### src/hdl/bls_pkg.sv
// ----------------------------------------------------------------------------
// bls_pkg
// Shared constants, types and helpers for the line stepper.
// ----------------------------------------------------------------------------
package bls_pkg;

   localparam int COORD_WIDTH_DEFAULT = 16;

   // command codes carried in the cmd field
   localparam logic CMD_START = 1'b0;
   localparam logic CMD_STEP  = 1'b1;

   // per-point attributes that do not depend on the coordinate width
   typedef struct packed {
      logic [7:0] red;
      logic [7:0] green;
      logic [7:0] blue;
      logic [7:0] rect_width;
      logic [7:0] rect_height;
      logic       last;
   } attr_type;

   // floor(1.5 * t), saturated at 255
   function automatic logic [7:0] rect_height_of(input logic [7:0] t);
      logic [8:0] sum;
      sum = {1'b0, t} + {2'b00, t[7:1]};
      return sum[8] ? 8'hFF : sum[7:0];
   endfunction

endpackage

### src/hdl/bls_req_if.sv
// ----------------------------------------------------------------------------
// bls_req_if
// Command channel of the line stepper: start and step commands.
// ----------------------------------------------------------------------------
interface bls_req_if #(
   parameter int COORD_WIDTH = bls_pkg::COORD_WIDTH_DEFAULT
);
   logic                          valid;
   logic                          ready;
   logic                          cmd;
   logic signed [COORD_WIDTH-1:0] start_x;
   logic signed [COORD_WIDTH-1:0] start_y;
   logic signed [COORD_WIDTH-1:0] end_x;
   logic signed [COORD_WIDTH-1:0] end_y;
   logic [7:0]                    red;
   logic [7:0]                    green;
   logic [7:0]                    blue;
   logic [7:0]                    thickness;

   modport source (
      output valid, cmd, start_x, start_y, end_x, end_y, red, green, blue, thickness,
      input  ready
   );
   modport sink (
      input  valid, cmd, start_x, start_y, end_x, end_y, red, green, blue, thickness,
      output ready
   );
endinterface

// ----------------------------------------------------------------------------
// bls_rsp_if
// Point channel of the line stepper.
// ----------------------------------------------------------------------------
interface bls_rsp_if #(
   parameter int COORD_WIDTH = bls_pkg::COORD_WIDTH_DEFAULT
);
   logic                          valid;
   logic                          ready;
   logic signed [COORD_WIDTH-1:0] point_x;
   logic signed [COORD_WIDTH-1:0] point_y;
   logic [7:0]                    out_red;
   logic [7:0]                    out_green;
   logic [7:0]                    out_blue;
   logic [7:0]                    rect_width;
   logic [7:0]                    rect_height;
   logic                          last;

   modport source (
      output valid, point_x, point_y, out_red, out_green, out_blue,
             rect_width, rect_height, last,
      input  ready
   );
   modport sink (
      input  valid, point_x, point_y, out_red, out_green, out_blue,
             rect_width, rect_height, last,
      output ready
   );
endinterface

### src/hdl/bls_walk.sv
// ----------------------------------------------------------------------------
// bls_walk
// Line state, set by a start beat, and one Bresenham step per accepted step beat while a line is active.
// ----------------------------------------------------------------------------
module bls_walk #(
   parameter int COORD_WIDTH = bls_pkg::COORD_WIDTH_DEFAULT
) (
   input  logic                          clock,
   input  logic                          reset,
   input  logic                          accept,
   input  logic                          cmd,
   input  logic signed [COORD_WIDTH-1:0] start_x,
   input  logic signed [COORD_WIDTH-1:0] start_y,
   input  logic signed [COORD_WIDTH-1:0] end_x,
   input  logic signed [COORD_WIDTH-1:0] end_y,
   input  logic [7:0]                    red,
   input  logic [7:0]                    green,
   input  logic [7:0]                    blue,
   input  logic [7:0]                    thickness,
   output logic                          emit,
   output logic signed [COORD_WIDTH-1:0] point_x,
   output logic signed [COORD_WIDTH-1:0] point_y,
   output bls_pkg::attr_type             attr
);
   import bls_pkg::*;

   localparam int EW = COORD_WIDTH + 2;

   logic signed [COORD_WIDTH-1:0] cur_x_ff, cur_x_in, cur_y_ff, cur_y_in;
   logic signed [COORD_WIDTH-1:0] goal_x_ff, goal_x_in, goal_y_ff, goal_y_in;
   logic [COORD_WIDTH-1:0]        dist_x_ff, dist_x_in, dist_y_ff, dist_y_in;
   logic                          dir_x_neg_ff, dir_x_neg_in, dir_y_neg_ff, dir_y_neg_in;
   logic signed [EW-1:0]          error_ff, error_in;
   logic                          active_ff, active_in;
   logic [7:0]                    red_ff, red_in, green_ff, green_in, blue_ff, blue_in;
   logic [7:0]                    thick_ff, thick_in;

   logic                          is_start;
   logic signed [COORD_WIDTH:0]   diff_x, diff_y;
   logic [COORD_WIDTH-1:0]        abs_x, abs_y;
   logic signed [EW-1:0]          dx_ext, dy_ext, half_dx, half_dy;
   logic                          move_x, move_y;
   logic signed [EW-1:0]          err_step;
   logic signed [COORD_WIDTH-1:0] step_x, step_y;
   logic                          at_goal;

   assign is_start = (cmd == CMD_START);
   assign emit     = accept && (is_start || active_ff);

   // start: distances, directions and the initial error term
   assign diff_x = $signed({end_x[COORD_WIDTH-1], end_x})
                 - $signed({start_x[COORD_WIDTH-1], start_x});
   assign diff_y = $signed({end_y[COORD_WIDTH-1], end_y})
                 - $signed({start_y[COORD_WIDTH-1], start_y});
   assign abs_x  = diff_x[COORD_WIDTH] ? COORD_WIDTH'(-diff_x) : diff_x[COORD_WIDTH-1:0];
   assign abs_y  = diff_y[COORD_WIDTH] ? COORD_WIDTH'(-diff_y) : diff_y[COORD_WIDTH-1:0];
   assign half_dx = $signed({3'b000, abs_x[COORD_WIDTH-1:1]});
   assign half_dy = $signed({3'b000, abs_y[COORD_WIDTH-1:1]});

   // step: both tests use the old error term
   assign dx_ext   = $signed({2'b00, dist_x_ff});
   assign dy_ext   = $signed({2'b00, dist_y_ff});
   assign move_x   = (error_ff > -dx_ext);
   assign move_y   = (error_ff < dy_ext);
   assign err_step = error_ff - (move_x ? dy_ext : EW'(0)) + (move_y ? dx_ext : EW'(0));
   assign step_x   = !move_x ? cur_x_ff
                   : (dir_x_neg_ff ? cur_x_ff - COORD_WIDTH'(1) : cur_x_ff + COORD_WIDTH'(1));
   assign step_y   = !move_y ? cur_y_ff
                   : (dir_y_neg_ff ? cur_y_ff - COORD_WIDTH'(1) : cur_y_ff + COORD_WIDTH'(1));

   always_comb begin
      cur_x_in     = cur_x_ff;
      cur_y_in     = cur_y_ff;
      goal_x_in    = goal_x_ff;
      goal_y_in    = goal_y_ff;
      dist_x_in    = dist_x_ff;
      dist_y_in    = dist_y_ff;
      dir_x_neg_in = dir_x_neg_ff;
      dir_y_neg_in = dir_y_neg_ff;
      error_in     = error_ff;
      red_in       = red_ff;
      green_in     = green_ff;
      blue_in      = blue_ff;
      thick_in     = thick_ff;
      if (emit && is_start) begin
         cur_x_in     = start_x;
         cur_y_in     = start_y;
         goal_x_in    = end_x;
         goal_y_in    = end_y;
         dist_x_in    = abs_x;
         dist_y_in    = abs_y;
         dir_x_neg_in = !(start_x < end_x);
         dir_y_neg_in = !(start_y < end_y);
         error_in     = (abs_x > abs_y) ? half_dx : -half_dy;
         red_in       = red;
         green_in     = green;
         blue_in      = blue;
         thick_in     = thickness;
      end else if (emit) begin
         cur_x_in = step_x;
         cur_y_in = step_y;
         error_in = err_step;
      end
   end

   assign at_goal   = (cur_x_in == goal_x_in) && (cur_y_in == goal_y_in);
   assign active_in = emit ? !at_goal : active_ff;

   assign point_x          = cur_x_in;
   assign point_y          = cur_y_in;
   assign attr.red         = red_in;
   assign attr.green       = green_in;
   assign attr.blue        = blue_in;
   assign attr.rect_width  = thick_in;
   assign attr.rect_height = rect_height_of(thick_in);
   assign attr.last        = at_goal;

   always_ff @(posedge clock) begin
      if (reset) begin
         cur_x_ff     <= '0;
         cur_y_ff     <= '0;
         goal_x_ff    <= '0;
         goal_y_ff    <= '0;
         dist_x_ff    <= '0;
         dist_y_ff    <= '0;
         dir_x_neg_ff <= 1'b0;
         dir_y_neg_ff <= 1'b0;
         error_ff     <= '0;
         active_ff    <= 1'b0;
         red_ff       <= '0;
         green_ff     <= '0;
         blue_ff      <= '0;
         thick_ff     <= '0;
      end else begin
         cur_x_ff     <= cur_x_in;
         cur_y_ff     <= cur_y_in;
         goal_x_ff    <= goal_x_in;
         goal_y_ff    <= goal_y_in;
         dist_x_ff    <= dist_x_in;
         dist_y_ff    <= dist_y_in;
         dir_x_neg_ff <= dir_x_neg_in;
         dir_y_neg_ff <= dir_y_neg_in;
         error_ff     <= error_in;
         active_ff    <= active_in;
         red_ff       <= red_in;
         green_ff     <= green_in;
         blue_ff      <= blue_in;
         thick_ff     <= thick_in;
      end
   end

   // an active line never sits on its end point
   a_active_off_goal: assert property (@(posedge clock) disable iff (reset)
      active_ff |-> !((cur_x_ff == goal_x_ff) && (cur_y_ff == goal_y_ff)))
      else $error("active line sits on its end point");

   // the end point closes the line
   a_last_closes: assert property (@(posedge clock) disable iff (reset)
      emit && attr.last |=> !active_ff)
      else $error("line still active after last point");

   // a step without a line leaves the walk untouched
   a_idle_step_hold: assert property (@(posedge clock) disable iff (reset)
      accept && (cmd == CMD_STEP) && !active_ff |=>
         $stable(cur_x_ff) && $stable(cur_y_ff) && $stable(error_ff) && !active_ff)
      else $error("idle step changed line state");

endmodule

### src/hdl/bls_out.sv
// ----------------------------------------------------------------------------
// bls_out
// Result register: holds one point until the sink takes it.
// ----------------------------------------------------------------------------
module bls_out #(
   parameter int COORD_WIDTH = bls_pkg::COORD_WIDTH_DEFAULT
) (
   input  logic                          clock,
   input  logic                          reset,
   input  logic                          load,
   input  logic signed [COORD_WIDTH-1:0] point_x,
   input  logic signed [COORD_WIDTH-1:0] point_y,
   input  bls_pkg::attr_type             attr,
   output logic                          space,
   bls_rsp_if.source                     rsp_bus
);
   import bls_pkg::*;

   logic                          valid_ff, valid_in;
   logic signed [COORD_WIDTH-1:0] x_ff, y_ff;
   attr_type                      attr_ff;

   // room for a new beat when empty or the held beat leaves now
   assign space    = !valid_ff || rsp_bus.ready;
   assign valid_in = load || (valid_ff && !rsp_bus.ready);

   always_ff @(posedge clock) begin
      if (reset) begin
         valid_ff <= 1'b0;
      end else begin
         valid_ff <= valid_in;
      end
   end

   always_ff @(posedge clock) begin
      if (load) begin
         x_ff    <= point_x;
         y_ff    <= point_y;
         attr_ff <= attr;
      end
   end

   assign rsp_bus.valid       = valid_ff;
   assign rsp_bus.point_x     = x_ff;
   assign rsp_bus.point_y     = y_ff;
   assign rsp_bus.out_red     = attr_ff.red;
   assign rsp_bus.out_green   = attr_ff.green;
   assign rsp_bus.out_blue    = attr_ff.blue;
   assign rsp_bus.rect_width  = attr_ff.rect_width;
   assign rsp_bus.rect_height = attr_ff.rect_height;
   assign rsp_bus.last        = attr_ff.last;

   // never overwrite a point the sink has not taken
   a_no_overwrite: assert property (@(posedge clock) disable iff (reset)
      load |-> space)
      else $error("result overwritten while held");

   a_load_shows: assert property (@(posedge clock) disable iff (reset)
      load |=> valid_ff)
      else $error("loaded point not presented");

   a_reset_empty: assert property (@(posedge clock)
      reset |=> !valid_ff)
      else $error("result valid after reset");

endmodule

### src/hdl/bresenham_line_stepper_unit.sv
// ----------------------------------------------------------------------------
// bresenham_line_stepper_unit
// Bresenham line point generator: start latches a line, each step gives
// the next point with color and paint rectangle size.
//
//   channel   dir   handshake            beat
//   req_bus   in    valid/ready          cmd, endpoints, color, thickness
//   rsp_bus   out   valid/ready          point, color, rect size, last
//
// One command per cycle while req_bus.ready is high; a point appears on rsp_bus in the cycle after its
// command is taken, from the result register fed by the step datapath.
// req_bus.ready is low only while a held point is stalled by rsp_bus.
// A step with no line in progress is taken and gives no point.
// Synchronous reset clears the line state and empties the result register.
// ----------------------------------------------------------------------------
module bresenham_line_stepper_unit #(
   parameter int COORD_WIDTH = bls_pkg::COORD_WIDTH_DEFAULT
) (
   input  logic      clock,
   input  logic      reset,
   bls_req_if.sink   req_bus,
   bls_rsp_if.source rsp_bus
);
   import bls_pkg::*;

   logic                          accept;
   logic                          emit;
   logic                          space;
   logic signed [COORD_WIDTH-1:0] point_x, point_y;
   attr_type                      attr;

   assign req_bus.ready = space;
   assign accept        = req_bus.valid && space;

   bls_walk #(
      .COORD_WIDTH (COORD_WIDTH)
   ) u_walk (
      .clock     (clock),
      .reset     (reset),
      .accept    (accept),
      .cmd       (req_bus.cmd),
      .start_x   (req_bus.start_x),
      .start_y   (req_bus.start_y),
      .end_x     (req_bus.end_x),
      .end_y     (req_bus.end_y),
      .red       (req_bus.red),
      .green     (req_bus.green),
      .blue      (req_bus.blue),
      .thickness (req_bus.thickness),
      .emit      (emit),
      .point_x   (point_x),
      .point_y   (point_y),
      .attr      (attr)
   );

   bls_out #(
      .COORD_WIDTH (COORD_WIDTH)
   ) u_out (
      .clock   (clock),
      .reset   (reset),
      .load    (emit),
      .point_x (point_x),
      .point_y (point_y),
      .attr    (attr),
      .space   (space),
      .rsp_bus (rsp_bus)
   );

endmodule
### src/flat_wrapper.sv
// flat-port wrapper written by rule: the top's interface ports become plain ports
module bresenham_line_stepper_unit_flat import bls_pkg::*;
#(
   parameter int COORD_WIDTH = bls_pkg::COORD_WIDTH_DEFAULT
)
  (clock, reset, req_bus_valid, req_bus_cmd, req_bus_start_x, req_bus_start_y, req_bus_end_x, req_bus_end_y, req_bus_red, req_bus_green, req_bus_blue, req_bus_thickness, req_bus_ready, rsp_bus_valid, rsp_bus_point_x, rsp_bus_point_y, rsp_bus_out_red, rsp_bus_out_green, rsp_bus_out_blue, rsp_bus_rect_width, rsp_bus_rect_height, rsp_bus_last, rsp_bus_ready);
  bls_req_if #(.COORD_WIDTH(COORD_WIDTH)) req_bus_i ();
  bls_rsp_if #(.COORD_WIDTH(COORD_WIDTH)) rsp_bus_i ();
  input  logic clock;
  input  logic reset;
  input wire logic [$bits(req_bus_i.valid)-1:0] req_bus_valid;
  input wire logic [$bits(req_bus_i.cmd)-1:0] req_bus_cmd;
  input wire logic [$bits(req_bus_i.start_x)-1:0] req_bus_start_x;
  input wire logic [$bits(req_bus_i.start_y)-1:0] req_bus_start_y;
  input wire logic [$bits(req_bus_i.end_x)-1:0] req_bus_end_x;
  input wire logic [$bits(req_bus_i.end_y)-1:0] req_bus_end_y;
  input wire logic [$bits(req_bus_i.red)-1:0] req_bus_red;
  input wire logic [$bits(req_bus_i.green)-1:0] req_bus_green;
  input wire logic [$bits(req_bus_i.blue)-1:0] req_bus_blue;
  input wire logic [$bits(req_bus_i.thickness)-1:0] req_bus_thickness;
  output wire logic [$bits(req_bus_i.ready)-1:0] req_bus_ready;
  output wire logic [$bits(rsp_bus_i.valid)-1:0] rsp_bus_valid;
  output wire logic [$bits(rsp_bus_i.point_x)-1:0] rsp_bus_point_x;
  output wire logic [$bits(rsp_bus_i.point_y)-1:0] rsp_bus_point_y;
  output wire logic [$bits(rsp_bus_i.out_red)-1:0] rsp_bus_out_red;
  output wire logic [$bits(rsp_bus_i.out_green)-1:0] rsp_bus_out_green;
  output wire logic [$bits(rsp_bus_i.out_blue)-1:0] rsp_bus_out_blue;
  output wire logic [$bits(rsp_bus_i.rect_width)-1:0] rsp_bus_rect_width;
  output wire logic [$bits(rsp_bus_i.rect_height)-1:0] rsp_bus_rect_height;
  output wire logic [$bits(rsp_bus_i.last)-1:0] rsp_bus_last;
  input wire logic [$bits(rsp_bus_i.ready)-1:0] rsp_bus_ready;
  assign req_bus_i.valid = req_bus_valid;
  assign req_bus_i.cmd = req_bus_cmd;
  assign req_bus_i.start_x = req_bus_start_x;
  assign req_bus_i.start_y = req_bus_start_y;
  assign req_bus_i.end_x = req_bus_end_x;
  assign req_bus_i.end_y = req_bus_end_y;
  assign req_bus_i.red = req_bus_red;
  assign req_bus_i.green = req_bus_green;
  assign req_bus_i.blue = req_bus_blue;
  assign req_bus_i.thickness = req_bus_thickness;
  assign req_bus_ready = req_bus_i.ready;
  assign rsp_bus_valid = rsp_bus_i.valid;
  assign rsp_bus_point_x = rsp_bus_i.point_x;
  assign rsp_bus_point_y = rsp_bus_i.point_y;
  assign rsp_bus_out_red = rsp_bus_i.out_red;
  assign rsp_bus_out_green = rsp_bus_i.out_green;
  assign rsp_bus_out_blue = rsp_bus_i.out_blue;
  assign rsp_bus_rect_width = rsp_bus_i.rect_width;
  assign rsp_bus_rect_height = rsp_bus_i.rect_height;
  assign rsp_bus_last = rsp_bus_i.last;
  assign rsp_bus_i.ready = rsp_bus_ready;
  bresenham_line_stepper_unit #(.COORD_WIDTH(COORD_WIDTH)) u_core (.clock(clock), .reset(reset), .req_bus(req_bus_i), .rsp_bus(rsp_bus_i));
endmodule
### config.mk
export PLATFORM = sky130hd
export DESIGN_NAME = bresenham_line_stepper_unit_flat
export DESIGN_NICKNAME = d
export VERILOG_FILES = /design/src/hdl/bls_pkg.sv /design/src/hdl/bls_req_if.sv /design/src/hdl/bls_walk.sv /design/src/hdl/bls_out.sv /design/src/hdl/bresenham_line_stepper_unit.sv /design/src/flat_wrapper.sv
export SDC_FILE = /design/constraint.sdc
export NUM_CORES = 1
export LEC_CHECK = 0
export ABC_CLOCK_PERIOD_IN_PS = 8790
export BUFFER_PORTS_ARGS = -buffer_cell sky130_fd_sc_hd__buf_2
export CAP_MARGIN = 20
export CELL_PAD_IN_SITES_DETAIL_PLACEMENT = 0
export CELL_PAD_IN_SITES_GLOBAL_PLACEMENT = 1
export CORE_MARGIN = 5
export CORE_UTILIZATION = 47
export CTS_BUF_LIST = sky130_fd_sc_hd__clkbuf_4 sky130_fd_sc_hd__clkbuf_8
export CTS_CLUSTER_DIAMETER = 120
export CTS_CLUSTER_SIZE = 16
export DETAILED_ROUTE_END_ITERATION = 7
export PLACE_DENSITY = 0.86
export SLEW_MARGIN = 20
export SYNTH_ARGS = -nofsm -noshare
export SYNTH_HDL_FRONTEND = slang
export SYNTH_SLANG_ARGS = --single-unit
### constraint.sdc
create_clock -name clock -period 8.79 [get_ports clock]
set_input_delay 0.879 -clock clock [delete_from_list [all_inputs] [get_ports clock]]
set_output_delay 0.879 -clock clock [all_outputs]
set_load 0.02 [all_outputs]
==> impl_metrics.toml, run 1 <==
[global_routing]
antenna_found_initial = 2
grt_pass1_vias = 14000
met3_usage = 0.0266
grt_max_degree = 79
grt_use_met2 = 0.394
grtUsageTotal = 0.245
grt_pass1_wl_um = 76000
busiest_layer = "met2"
grtUsageMet1 = 0.344
grt-ovfl-total = 0

[worst_hold_path]
holdCritStartpoint = "u_core.u_walk.red_ff[7]"
hp-class = "register to register"

[critical_path]
cp.arrival_ps = 7470
cp-start-kind = "register"
critical_path_class = "register to register"
crit_path_end_kind = "register"
regToRegStartpoint = "u_core.u_walk.dist_x_ff[2]"
crit_required_ps = 9260
path_max_fanout = 17
crit_start = "u_core.u_walk.dist_x_ff[2]"

[synthesis]
synth_area_um2 = 16300
ys_top_cells_by_count = "nand2_1, nor2_1, inv_1, dfxtp_1, a21oi_1"
yosysUniqueCellTypes = 98
post-synth-top-count-cell = "nand2_1"
avgSynthCellArea_um2 = 8.52
synth_cells = 1911
yosys_warnings = 0
syn_nets = 2176
ys_seq_area_frac = 0.319
synthTopCellsByArea = "dfxtp_1, edfxtp_1, ha_1"
postSynth.asyncResetShare = 0
synth_top_area_share = 0.185
synth_edf_count = 73
synth_ff_type = "dfxtp_1"
synth_top_area_cell = "dfxtp_1"
synth-seq-cells = 223

[drt]
drc = 0
num_vias = 14500
finalWirelength_um = 48600
drt.antenna.violating_nets = 0
drtIter0Drc = 1099
via_per_inst = 5.75
drt-pass1-iter-count = 6
wire_per_inst_um = 19.3

[final_layout]
drive_above_1_share = 0.132
area_growth_pct = 9.92
nNetsFinal = 2315

[die]
die_x_um = 196
core-area_um2 = 34400
die_h_um = 196
ios = 176
start_util = 0.474
die_area_um2 = 38500
rows = 68

[clock_network]
tritoncts = "yes"
cts_max_level = 1
insertion_delay_ps = 560
cts.sinks = 223
post_cts_resized = 0
holdBufCountCts = 0
clock-root-buffer = "clkbuf_8"
cts-buffers-inserted = 17
cts.path.max_buffers = 3
path_clk_slew_ps = 130
postCtsSetupRepairBufs = 0

[power]
cellPowerDensity_nw_per_um2 = 199
peakVddDrop_mv = 0.152
cellLeakagePower_nw = 7.80
power_mw = 3.56

[sta]
worst_slew_margin_rel = 0.325
post-route-period-util = 0.797
hold_violations = 0
finalSetupTns_ps = 0
setup_viol = 0
slew_violations = 0
rsz0062_at_grt = "no"
fmax_mhz = 143
period_needed_ps = 7000
skew_ps = 29.0
worst_pin_slew_ps = 1010

[place]
dp_hpwl_um = 37600
io_buffers = 175
place_congestion = 0.915

[run_status]
status = "complete, no violations"

[run]
max-cap-violations = 0
## path summary, 6_finish.rpt
path	end	slack, ps	depth (start not counted)
setup / recovery	u_core.u_walk.error_ff[17]	1790	27
hold / removal	u_core.u_walk.red_ff[7]	470	2
setup reg to reg	u_core.u_walk.error_ff[17]	1790	27
hold reg to reg	u_core.u_walk.red_ff[7]	470	2
## power by group
group | total [mW] | switching (mW) | leakage, nW | internal [mW]
registers | 1.23 | 0.0696 | 1.94 | 1.16
clock network | 0.591 | 0.361 | 0.173 | 0.230
logic | 1.73 | 1.06 | 5.69 | 0.676
total | 3.56 | 1.49 | 7.80 | 2.07
## layer usage
metal  up-vias  part of all wire
li1       7036                 -
met1      6896              0.45
met2       449              0.46
met3        86             0.056
met4         2             0.034
met5         -           0.00027
## cells in the final DEF, fill, tap and decap left out, types with 12 or more instances in the layout
cell type	netlist	layout
buf_2	6	174
nand4_1	22	22
a21oi_1	149	149
nor3_1	34	34
nor2b_1	48	48
ha_1	143	143
nor2_1	182	182
inv_1	153	152
a211oi_1	31	31
nand2_1	209	209
nand2b_1	26	26
edfxtp_1	73	73
dfxtp_1	150	150
nand3_1	36	35
fa_1	21	21
a21o_1	27	27
mux2i_1	39	39
and2_1	26	26
a31oi_1	18	18
buf_4	0	12
xor2_1	75	75
xnor2_1	74	74
clkbuf_8	0	17
o21ai_0	63	63
o211ai_1	19	19
## layout make-up
class	count	area (um2)
flip-flops and latches	223	5190
clock buffers	28	317
inverters	155	584
clock inverters	1	7.51
well taps	455	569
multi-input cells	1467	10300
repair buffers	186	961
fillers	3287	16500
diodes	1	2.50
## registers in the layout, summed over array words and instances (netlist names), 16 cells and up
| register | count |
|---|---|
| u_core.u_out.rsp_bus.point_y | 16 |
| u_core.u_walk.cur_y_ff | 16 |
| u_core.u_walk.cur_x_ff | 16 |
| u_core.u_walk.goal_y_ff | 16 |
| u_core.u_out.rsp_bus.point_x | 16 |
| u_core.u_walk.goal_x_ff | 16 |
| u_core.u_walk.dist_y_ff | 16 |
| u_core.u_walk.dist_x_ff | 16 |
| u_core.u_walk.error_ff | 18 |
## critical path, stage by stage, from the launching register on
cell	delay, ps
dfxtp_1	380
or4_1	570
nor2_1	140
nand2_1	100
nor3_1	260
nand2b_1	150
or3_1	390
xnor2_1	150
ha_1	300
nand4_1	110
or3_1	420
o211ai_1	310
nor2b_1	220
buf_4	230
and2_1	180
fa_1	420
inv_1	70
ha_1	260
a21o_1	210
a2111o_1	420
o311a_1	150
a211o_1	260
o311ai_0	140
o21bai_1	160
a221oi_1	360
nand2b_1	190
o21ai_0	90
a311oi_1	280
## kinds of logic after synthesis
| group | Yosys count | share of synthesized area |
|---|---|---|
| xor gates and xnor gates | 152 | 0.0839 |
| DFF | 223 | 0.319 |
| AOI/OAI and AO/OA | 445 | 0.186 |
| adders and majority gates | 164 | 0.136 |
| and+or+nand+nor | 662 | 0.196 |
| muxes | 44 | 0.0274 |
| buffers and inverters | 221 | 0.0519 |
## stage by stage
stage	hold WS (ps)	std cells	instance area (um2)	util	setup WS (ps)
after floorplan	440	1911	16300	-	2180
after global placement	451	2486	17600	0.511	2000
after detailed placement	458	2486	17600	0.511	1800
after CTS	473	2515	17900	0.520	1810
after global routing	489	2516	17900	0.520	1320
final	471	2516	17900	0.520	1790
Power figures use the tool's default switching activity.
==> run 2, diff against run 1 <==
Settings changed: ABC_CLOCK_PERIOD_IN_PS 8790 to 6600.
Clock period 8.79 ns to 6.6 ns, I/O delays scaled along.
==> run 2 against run 1 <==
Largest cell class unchanged. Non-clock buffer count rose by 35. Hold slack got worse by 120 ps. Total power rose by 38%.
==> impl_metrics.toml, run 2 (same netlist as run 1, synthesis figures left out) <==
[die]
core-area_um2 = 34400
die_x_um = 196
start_util = 0.474
die_area_um2 = 38500
ios = 176
die_h_um = 196
rows = 68

[critical_path]
path_max_fanout = 3
critical_path_class = "register to register"
crit_required_ps = 7010
cp.arrival_ps = 6760
crit_path_end_kind = "register"
cp-start-kind = "register"
cp_slowest_cell = "fa_1"
path_common_cell = "a21o_1"
cpLargestDelayFamily = "compound AO/OA/AOI/OAI gates"
slowest_delay_ps = 560
path_buf_inv = 2

[clock_network]
insertion_delay_ps = 560
clock-root-buffer = "clkbuf_8"
cts.sinks = 223
path_clk_slew_ps = 130
cts.path.max_buffers = 3
holdBufCountCts = 0
tritoncts = "yes"
cts_max_level = 1
cts-buffers-inserted = 17

[global_routing]
grt_pass1_vias = 13700
grt-ovfl-total = 0
grt_pass1_wl_um = 76100
grt_max_degree = 83
grtUsageTotal = 0.245
antenna_found_initial = 1

[power]
power_mw = 4.90
peakVddDrop_mv = 0.145
cellPowerDensity_nw_per_um2 = 268
cellLeakagePower_nw = 8.02

[final_layout]
mostFrequentLayoutCell = "nand2_1"
design_area_um2 = 18300
area_growth_pct = 12.3
drive_above_1_share = 0.156
finalNonFillerCells = 2552
final_cell_mix = "nand2_1, nor2_1, buf_2"
nNetsFinal = 2350
largest_reg_flops = 18
max_flop_register = "u_core.u_walk.error_ff"

[place]
io_buffers = 175
dp.cells = 2517
place_congestion = 0.939
post-place-ws_ps = -56.6
placed_area_um2 = 17800
dp_hpwl_um = 38200

[drt]
drt-pass1-iter-count = 5
finalWirelength_um = 49100
drt.antenna.violating_nets = 0
num_vias = 14300
via_per_inst = 5.62
drtIter0Drc = 1050
drc = 0
wire_per_inst_um = 19.2

[sta]
fin_ws_ps = 245
setup_viol = 0
period_needed_ps = 6360
rsz0062_at_grt = "no"
worst_pin_slew_ps = 988
fmax_mhz = 157
post-route-period-util = 0.963
worst_slew_margin_rel = 0.341
skew_ps = 28.0
hold_violations = 0
slew_violations = 0
hold_slack_ps = 354

[worst_hold_path]
hp-class = "input pin to register"

[run_status]
status = "complete, no violations"

[run]
max-cap-violations = 0
run 2: cell types whose count changed in the layout (fill, tap and decap cells not counted), sizes merged:
cell	before	now
clkbuf	28	29
buf	186	221
run 2: where the power goes:
part | switching [mW] | leakage, nW | internal, mW
logic | 1.45 | 5.91 | 1.01
clock network | 0.484 | 0.178 | 0.312
registers | 0.0897 | 1.94 | 1.55
total | 2.03 | 8.02 | 2.87
run 2: through the flow:
stage                     utilization  TNS [ps]
after floorplan                     -         0
after global placement          0.518         0
after detailed placement        0.518     -90.3
after CTS                       0.528         0
after global routing            0.532         0
final                           0.532         0
run 2: tightest hold or removal path: cells and delay by family:
kind | cells | cell delay, ps
simple gates | 1 | 60
buf+inv | 1 | 100
compound gates | 1 | 60
run 2: what timing repair did:
item / CTS / global route
setup buffers: 0 / 4
endpoints found under the setup margin: 3 / 5
gates resized for setup: 2 / 24
pin swaps: 0 / 15
run 2: final timing paths:
path | from | endpoint | cells past startpoint | slack, ps
max | u_core.u_walk.dist_x_ff[5] | u_core.u_walk.error_ff[17] | 29 | 240
min | req_bus_blue[4] | u_core.u_walk.blue_ff[4] | 3 | 350
max reg2reg | u_core.u_walk.dist_x_ff[5] | u_core.u_walk.error_ff[17] | 29 | 240
min reg2reg | u_core.u_walk.red_ff[0] | u_core.u_walk.red_ff[0] | 2 | 470
run 2: layer usage:
layer  routed length, um  vias to the layer above  part of all wire  global-route usage
li1                    -                     7099                 -                   -
met2               23200                      347              0.47               0.405
met1               22200                     6820              0.45               0.343
met3                2410                       68             0.049              0.0273
met4                1360                        0             0.028              0.0641
met5                   0                        -                 0                   0
run 2: final cells by class:
class,count,area [um2]
Antenna cell,1,2.50
Clock buffer,29,324
Clock inverter,1,7.51
Fill cell,3296,16100
Inverter,155,584
Multi-Input combinational cell,1467,10400
Sequential cell,223,5200
Tap cell,455,569
Timing Repair Buffer,221,1230
